==> src/tpc_pkg.sv <==
`default_nettype none

package tpc_pkg;

  localparam int unsigned TIME_BITS    = 32;
  localparam int unsigned CMP_BITS     = 16;
  localparam int unsigned PCT_BITS     = 8;
  localparam int unsigned FUNC_BITS    = 3;
  localparam int unsigned LEVEL_BITS   = 7;

  localparam int unsigned PCT_LOW      = 1;
  localparam int unsigned PCT_HIGH     = 100;
  localparam int unsigned PCT_SPAN     = PCT_HIGH - PCT_LOW;

  localparam logic [CMP_BITS-1:0] DUTY_MIN_RESET = CMP_BITS'(600);
  localparam logic [CMP_BITS-1:0] DUTY_MAX_RESET = CMP_BITS'(1200);

  // Divide by PCT_SPAN through a scaled reciprocal; exact for level * span < 2^23.
  localparam int unsigned      RECIP_SHIFT = 30;
  localparam longint unsigned  RECIP_M     = ((64'd1 << RECIP_SHIFT) + PCT_SPAN - 1) / PCT_SPAN;
  localparam int unsigned      RECIP_W     = RECIP_SHIFT + 1;
  localparam int unsigned      PROD_W      = CMP_BITS + RECIP_W;

  typedef logic [RECIP_W-1:0] recip_tbl_t [PCT_HIGH];

  function automatic recip_tbl_t build_recip_tbl();
    recip_tbl_t tbl;
    for (int i = 0; i < PCT_HIGH; i++) begin
      tbl[i] = RECIP_W'(longint'(i) * RECIP_M);
    end
    return tbl;
  endfunction

  localparam recip_tbl_t RECIP_TBL = build_recip_tbl();

  localparam int unsigned APB_AW      = 3;
  localparam int unsigned APB_DW      = 32;
  localparam int unsigned REG_SEL_BIT = 2;

  typedef enum logic [FUNC_BITS-1:0] {
    FUNC_TICK        = 3'd0,
    FUNC_START       = 3'd1,
    FUNC_TIMED_START = 3'd2,
    FUNC_STOP        = 3'd3,
    FUNC_PAUSE       = 3'd4,
    FUNC_RESUME      = 3'd5
  } func_e;

  typedef enum logic {
    REG_DUTY_MIN = 1'b0,
    REG_DUTY_MAX = 1'b1
  } reg_idx_e;

  typedef struct packed {
    logic [FUNC_BITS-1:0] func;
    logic [PCT_BITS-1:0]  percent;
    logic [TIME_BITS-1:0] duration_ms;
  } cmd_t;

  typedef struct packed {
    logic [CMP_BITS-1:0]  pwm_compare;
    logic                 pwm_on;
    logic                 is_running;
    logic                 is_timed;
    logic                 is_paused;
    logic                 valve_out;
    logic [TIME_BITS-1:0] remaining_ms;
  } res_t;

  typedef struct packed {
    logic [CMP_BITS-1:0] duty_min;
    logic [CMP_BITS-1:0] duty_max;
  } cfg_t;

endpackage

`default_nettype wire

==> src/tpc_apb_regs.sv <==
`default_nettype none

module tpc_apb_regs import tpc_pkg::*; (
  input  logic              clk_i,
  input  logic              rst_ni,
  input  logic              psel,
  input  logic              penable,
  input  logic              pwrite,
  input  logic [APB_AW-1:0] paddr,
  input  logic [APB_DW-1:0] pwdata,
  output logic [APB_DW-1:0] prdata,
  output logic              pready,
  output cfg_t              cfg_o
);

  cfg_t     cfg_q;
  reg_idx_e idx;
  logic     wr_en;

  assign idx    = reg_idx_e'(paddr[REG_SEL_BIT]);
  assign wr_en  = psel && penable && pwrite;
  assign pready = 1'b1;

  always_ff @(posedge clk_i or negedge rst_ni) begin
    if (!rst_ni) begin
      cfg_q.duty_min <= DUTY_MIN_RESET;
      cfg_q.duty_max <= DUTY_MAX_RESET;
    end else if (wr_en) begin
      case (idx)
        REG_DUTY_MIN: cfg_q.duty_min <= pwdata[CMP_BITS-1:0];
        REG_DUTY_MAX: cfg_q.duty_max <= pwdata[CMP_BITS-1:0];
        default: begin
        end
      endcase
    end
  end

  always_comb begin
    case (idx)
      REG_DUTY_MIN: prdata = APB_DW'(cfg_q.duty_min);
      REG_DUTY_MAX: prdata = APB_DW'(cfg_q.duty_max);
      default:      prdata = '0;
    endcase
  end

  assign cfg_o = cfg_q;

endmodule

`default_nettype wire

==> config.mk <==
export PLATFORM = sky130hd
export DESIGN_NAME = tpc_apb_regs
export DESIGN_NICKNAME = d
export VERILOG_FILES = /design/src/tpc_pkg.sv /design/src/tpc_apb_regs.sv
export SDC_FILE = /design/constraint.sdc
export NUM_CORES = 1
export LEC_CHECK = 0
export BUFFER_PORTS_ARGS = -buffer_cell sky130_fd_sc_hd__buf_4
export CORE_ASPECT_RATIO = 0.9
export CORE_MARGIN = 4
export CORE_UTILIZATION = 38
export DETAILED_ROUTE_END_ITERATION = 12
export HOLD_SLACK_MARGIN = 0.15
export PLACE_DENSITY = 0.82
export REMOVE_ABC_BUFFERS = 1
export SETUP_SLACK_MARGIN = 0.02
export SYNTH_ARGS = -nofsm -noshare
export SYNTH_HDL_FRONTEND = slang
export SYNTH_SLANG_ARGS = --single-unit
==> constraint.sdc <==
create_clock -name clk_i -period 1.14 [get_ports clk_i]
set_input_delay 0.228 -clock clk_i [delete_from_list [all_inputs] [get_ports clk_i]]
set_output_delay 0.228 -clock clk_i [all_outputs]
set_load 0.1 [all_outputs]
==> results of run 1 <==
-- cell usage after synthesis --
cell / count / area share [%]
mux2_2: 38 / 27
dfrtp_1: 24 / 37
buf_4: 17 / 7.9
mux2_4: 10 / 9.3
dfstp_2: 8 / 13
buf_6: 3 / 2.1
conb_1: 2 / 0.47
buf_2: 1 / 0.31
nand4_4: 1 / 1.3
nand4b_4: 1 / 1.5
-- cells by family after synthesis --
family | Yosys count | share of synthesized area, %
AND/OR/NAND/NOR | 2 | 2.80
multiplexers | 48 | 36.0
other | 2 | 0.467
buffers and inverters | 21 | 10.3
flip-flops | 32 | 50.4
-- placed cells by master (no fill, tap or decap) --
cell            n
buf_12         48
buf_4          27
buf_6          32
buf_8           2
bufinv_16       1
clkbuf_8        7
conb_1         17
dfrtp_1        24
dfstp_2         8
dlygate4sd3_1   1
mux2_2         29
mux2_4         19
nand4_4         1
nand4b_4        1
-- timing repair --
item,4_1_cts,5_1_grt
hold buffers,1,0
pin swaps,0,1
setup buffers,15,19
resized for setup,167,29
endpoints found under the setup margin,48,60
endpoints found under the hold margin,24,0
-- through the flow --
| stage | instance area (sq um) | cells | setup TNS, ps |
|---|---|---|---|
| after floorplan | 1500 | 99 | -13370 |
| after global placement | 2300 | 242 | -9110 |
| after detailed placement | 2300 | 242 | -9220 |
| after CTS | 3190 | 262 | -6200 |
| after global routing | 3280 | 265 | -7550 |
| final | 3280 | 265 | -6260 |
-- how the worst max path moves through the flow --
stage,from,to,cells after the start
CTS,cfg_o[25]$_DFFE_PN1P_,prdata[9],2
global placement,paddr[2],cfg_o[11]$_DFFE_PN0P_,3
detailed placement,paddr[2],cfg_o[13]$_DFFE_PN0P_,3
finish,cfg_o[30]$_DFFE_PN0P_,prdata[14],2
global route,cfg_o[25]$_DFFE_PN1P_,prdata[9],2
floorplan,cfg_o[16]$_DFFE_PN0P_,prdata[0],1
-- cell type report --
| class | count | area, sq um | share of cell area (%) |
|---|---|---|---|
| clock buffer | 7 | 96.3 | 2.94 |
| clock inverter | 1 | 30.0 | 0.915 |
| multi-input combinational | 67 | 721 | 22.0 |
| sequential | 32 | 811 | 24.7 |
| tap | 48 | 60.1 | 1.83 |
| timing repair buffer | 110 | 1560 | 47.7 |
-- power groups by stage --
| stage | Sequential [mW] | Combinational [mW] | Clock, mW |
|---|---|---|---|
| global route | 1.67 | 6.55 | 1.24 |
| floorplan | 3.48 | 1.74 | 0 |
| finish | 1.64 | 6.40 | 1.17 |
| detailed placement | 1.60 | 4.75 | 0 |
| CTS | 1.61 | 6.19 | 1.20 |
| global placement | 1.59 | 4.72 | 0 |
-- routing by layer --
layer,track usage [%],part of all wire [%]
met1,20.2,36
met2,34.8,55
met3,8.05,8.4
met4,3.02,0.70
met5,0,0
==> flow_metrics.tcl, run 1 <==
set metrics [dict create \
    r2r_cells 3 \
    post-route-drc-count 0 \
    h-tree-depth 2 \
    n_antenna_cell 0 \
    skew_ps 0 \
    clkTransAtPathRegs_ps 70 \
    setup_slack_ps -262 \
    top_level_ports 105 \
    fin_crit_ps 1400 \
    cp_data_arrival_time_ps 1170 \
    cts_buffers 5 \
    postRouteAntennaNets 0 \
    slew_violations 0 \
    fillers 199 \
    cts_root_buf "clkbuf_8" \
    ys_ff_latch 32 \
    r2r_slack_ps 80 \
    die-area_sq_um 5340 \
    dr.pass1.iters 3 \
    port_buffers 69 \
    max_stage_delay_ps 420 \
    clock_latency_ps 270 \
    crit_required_ps 910 \
    cts_buffer_depth 2 \
    crit_fanout 2 \
    synth.avg_cell_area_sq_um 15.3 \
    cts.sinks 32 \
    rows 22 \
    avgRoutedWirePerCell_um 19.4 \
    final_nets 256 \
    combPwrFrac_pct 69.5 \
    critPathLaunchType "flop" \
    worst-path-buf-inv 1 \
    detail_route.vias_per_cell 4.71 \
    r2r-start "cfg_o[30]$_DFFE_PN0P_" \
    cpLargestDelayFamily "flip-flops" \
    power.leakage_nw 1.60 \
    power_switching_share_pct 49.7 \
    seqPwrFrac_pct 17.8 \
    grt_pass1_vias 1489 \
    fin_util_pct 80.6 \
    p_switching_mw 4.58 \
    grt_remaining_overflow 0 \
    grt_usage_pct 18.9 \
    vias 1248 \
    ys_seq_area_share_pct 50.4 \
    hold_path.class "input pin to flop" \
    p_total_mw 9.22 \
    power_frac_clock_pct 12.7 \
    worstSetupPathType "flop to output port" \
    grt_pass1_wl_um 7800 \
    gp_congestion 0.718 \
    die_h_um 69.7 \
    cp_slowest_cell "dfrtp_1" \
    violations "setup timing" \
    dp_slack_ps -233 \
    largest_reg_flops 32 \
    drive_gt1_share_pct 80.6 \
    hold-path-cell-count 2 \
    place_hpwl_um 2740 \
    cp_cell_sequence "mux2_2 > buf_12" \
    reg2reg_to "cfg_o[30]$_DFFE_PN0P_" \
    yosysUniqueCellTypes 10 \
    p_per_area_nw_per_um2 2810 \
    status "complete, but fails checks" \
    first_iter_violations 21 \
    syn_inst 105 \
    ir_drop_mv 1.82 \
    initial_core_util_pct 39.5 \
    holdWs_ps 192 \
    hold_end "cfg_o[19]$_DFFE_PN1P_" \
    final.period_utilization_pct 123 \
    hold_violations 0 \
    antenna_found_initial 0 \
    syn_area_sq_um 1610 \
    totalWireLength_um 5150 \
    end_kind "output port" \
    setup_violations 48 \
    core_area_sq_um 4070 \
    tritoncts "built" \
    grt_max_degree 33 \
    yosys_warnings 0 \
    die_width_um 76.6 \
    rsz0062_at_grt "yes" \
    internal_power_mw 4.64 \
    drv_cap 0 \
    max_freq_mhz 713 \
    syn2layout_area_growth_pct 104 \
    worstHoldStart "pwdata[3]" \
]
(Power assumes the default switching activity.)
==> inputs of run 2 (changes only) <==
==> constraint.sdc (replaced) <==
create_clock -name clk_i -period 1.14 [get_ports clk_i]
set_input_delay 0.114 -clock clk_i [delete_from_list [all_inputs] [get_ports clk_i]]
set_output_delay 0.114 -clock clk_i [all_outputs]
set_load 0.1 [all_outputs]
==> run 2 against run 1 <==
The run still ends with setup timing left. Maximum frequency increased by 7.2%. Power is 5.4% lower. Worst hold slack better by 130 ps. Critical path depth unchanged. Setup slack better by 95 ps. Wire length up 8.1%. Count of clock-buffer cells in the layout shrank 1. Sequential cell count is the same. Via count is 4.8% higher. Sequential power about the same. Non-clock buffer count up 5. Cell count grew 1.9%. Critical path type unchanged.
==> flow_metrics.tcl, run 2 (same netlist as run 1, synthesis figures left out) <==
set metrics [dict create \
    port_buffers 69 \
    power.leakage_nw 1.58 \
    r2r_cells 3 \
    worstSetupPathType "flop to output port" \
    n_antenna_cell 0 \
    top_level_ports 105 \
    critPathLaunchType "flop" \
    cts.sinks 32 \
    skew_ps 0 \
    reg2reg_to "cfg_o[11]$_DFFE_PN0P_" \
    r2r_slack_ps 130 \
    finalSetupTns_ps -2580 \
    grt_remaining_overflow 0 \
    clkTransAtPathRegs_ps 70 \
    hold_path.class "input pin to async pin" \
    cp_data_arrival_time_ps 1190 \
    avgRoutedWirePerCell_um 20.6 \
    route.met3.wl_um 409 \
    final.period_utilization_pct 115 \
    dpl.cell_count 219 \
    fin_area_sq_um 3230 \
    final_nets 261 \
    die-area_sq_um 5340 \
    first_iter_violations 30 \
    place_area_sq_um 2140 \
    crit_fanout 3 \
    clock_latency_ps 280 \
    ir_drop_mv 1.82 \
    slew_violations 0 \
    end_kind "output port" \
    multi_input_area_sq_um 747 \
    setup_slack_ps -168 \
    cts_buffer_depth 2 \
    dr.pass1.iters 4 \
    drive_gt1_share_pct 73.9 \
    grt_max_degree 33 \
    r2r-start "cfg_o[11]$_DFFE_PN0P_" \
    p_total_mw 8.72 \
    hold_violations 0 \
    antenna_found_initial 0 \
    wirelength_met1_um 2070 \
    maxUsedRoutingLayer "met4" \
    max_freq_mhz 765 \
    power_frac_clock_pct 10.4 \
    cts_buffers 5 \
    rsz0062_at_grt "yes" \
    final_common_cell "buf_12" \
    p_switching_mw 4.58 \
    dp_slack_ps 34.7 \
    internal_power_mw 4.14 \
    crit_required_ps 1030 \
    power_switching_share_pct 52.6 \
    grt_pass1_vias 1466 \
    vias 1308 \
    status "complete, but fails checks" \
    drv_cap 0 \
    post-route-drc-count 0 \
    die_h_um 69.7 \
    seqCellArea_sq_um 811 \
    core_area_sq_um 4070 \
    rows 22 \
    tritoncts "built" \
    setup_violations 24 \
    die_width_um 76.6 \
    holdWs_ps 319 \
    totalWireLength_um 5560 \
    grt_pass1_wl_um 7900 \
    detail_route.vias_per_cell 4.84 \
    combPwrFrac_pct 70.5 \
    finalNonFillerCells 270 \
    seqPwrFrac_pct 19.1 \
    cts_root_buf "clkbuf_8" \
    initial_core_util_pct 39.5 \
    postRouteAntennaNets 0 \
    grt_usage_pct 19.4 \
    final_cell_mix "buf_12, buf_4, buf_6, mux2_4, dfrtp_1" \
    fin_crit_ps 1310 \
    h-tree-depth 2 \
    violations "setup timing" \
    route.met2.wl_um 2950 \
    p_per_area_nw_per_um2 2700 \
    largest_reg_flops 32 \
    fillers 201 \
    fin_util_pct 79.4 \
    gp_congestion 0.725 \
    place_hpwl_um 2520 \
    syn2layout_area_growth_pct 101 \
]
==> run 2: cell count changes in the layout (fill, tap and decap cells not counted), sizes merged <==
cell and change:
buf -11, bufinv -1, clkbuf -1, clkinv +2
dlygate4sd3 +16
==> run 2: area by class of cell <==
cell class	count	area share, %
sequential	32	25.1
tap	48	1.86
timing repair buffer	115	47.1
clock buffer	6	2.55
clock inverter	2	0.310
multi-input combinational	67	23.1
==> run 2: worst max path at each step <==
stage | startpoint | end | slack, ps | cells after the start
5_1_grt | cfg_o[26]$_DFFE_PN0P_ | prdata[10] | -200 | 2
6_report | cfg_o[26]$_DFFE_PN0P_ | prdata[10] | -170 | 2
3_5_place_dp | paddr[2] | prdata[14] | 30 | 4
3_3_place_gp | paddr[2] | cfg_o[11]$_DFFE_PN0P_ | 50 | 3
2_1_floorplan | cfg_o[16]$_DFFE_PN0P_ | prdata[0] | -540 | 1
4_1_cts | cfg_o[10]$_DFFE_PN1P_ | prdata[10] | -150 | 2
==> run 2: metal layers <==
layer,track usage (%),up-vias
li1,-,566
met1,21.2,654
met2,34.0,70
met3,7.14,18
met4,7.65,0
met5,0,-
==> run 2: worst max-delay path: stages (launching register included) <==
cell     delay [ps]
dfrtp_1         440
mux2_4          310
buf_12          170
==> run 2: power groups by stage <==
| stage | sequential, mW | combinational, mW | clock, mW |
|---|---|---|---|
| detailed placement | 1.65 | 4.44 | 0 |
| floorplan | 3.48 | 1.74 | 0 |
| finish | 1.67 | 6.15 | 0.909 |
| CTS | 1.61 | 5.69 | 0.915 |
| global placement | 1.64 | 4.41 | 0 |
| global route | 1.69 | 6.28 | 0.995 |
==> run 2: what timing repair did <==
item                                   4_1_cts  5_1_grt
setup endpoints to repair                   25       45
endpoints found under the hold margin       64        0
gates resized for setup                    110       49
hold buffers                                17        0
buffers inserted                            24        8
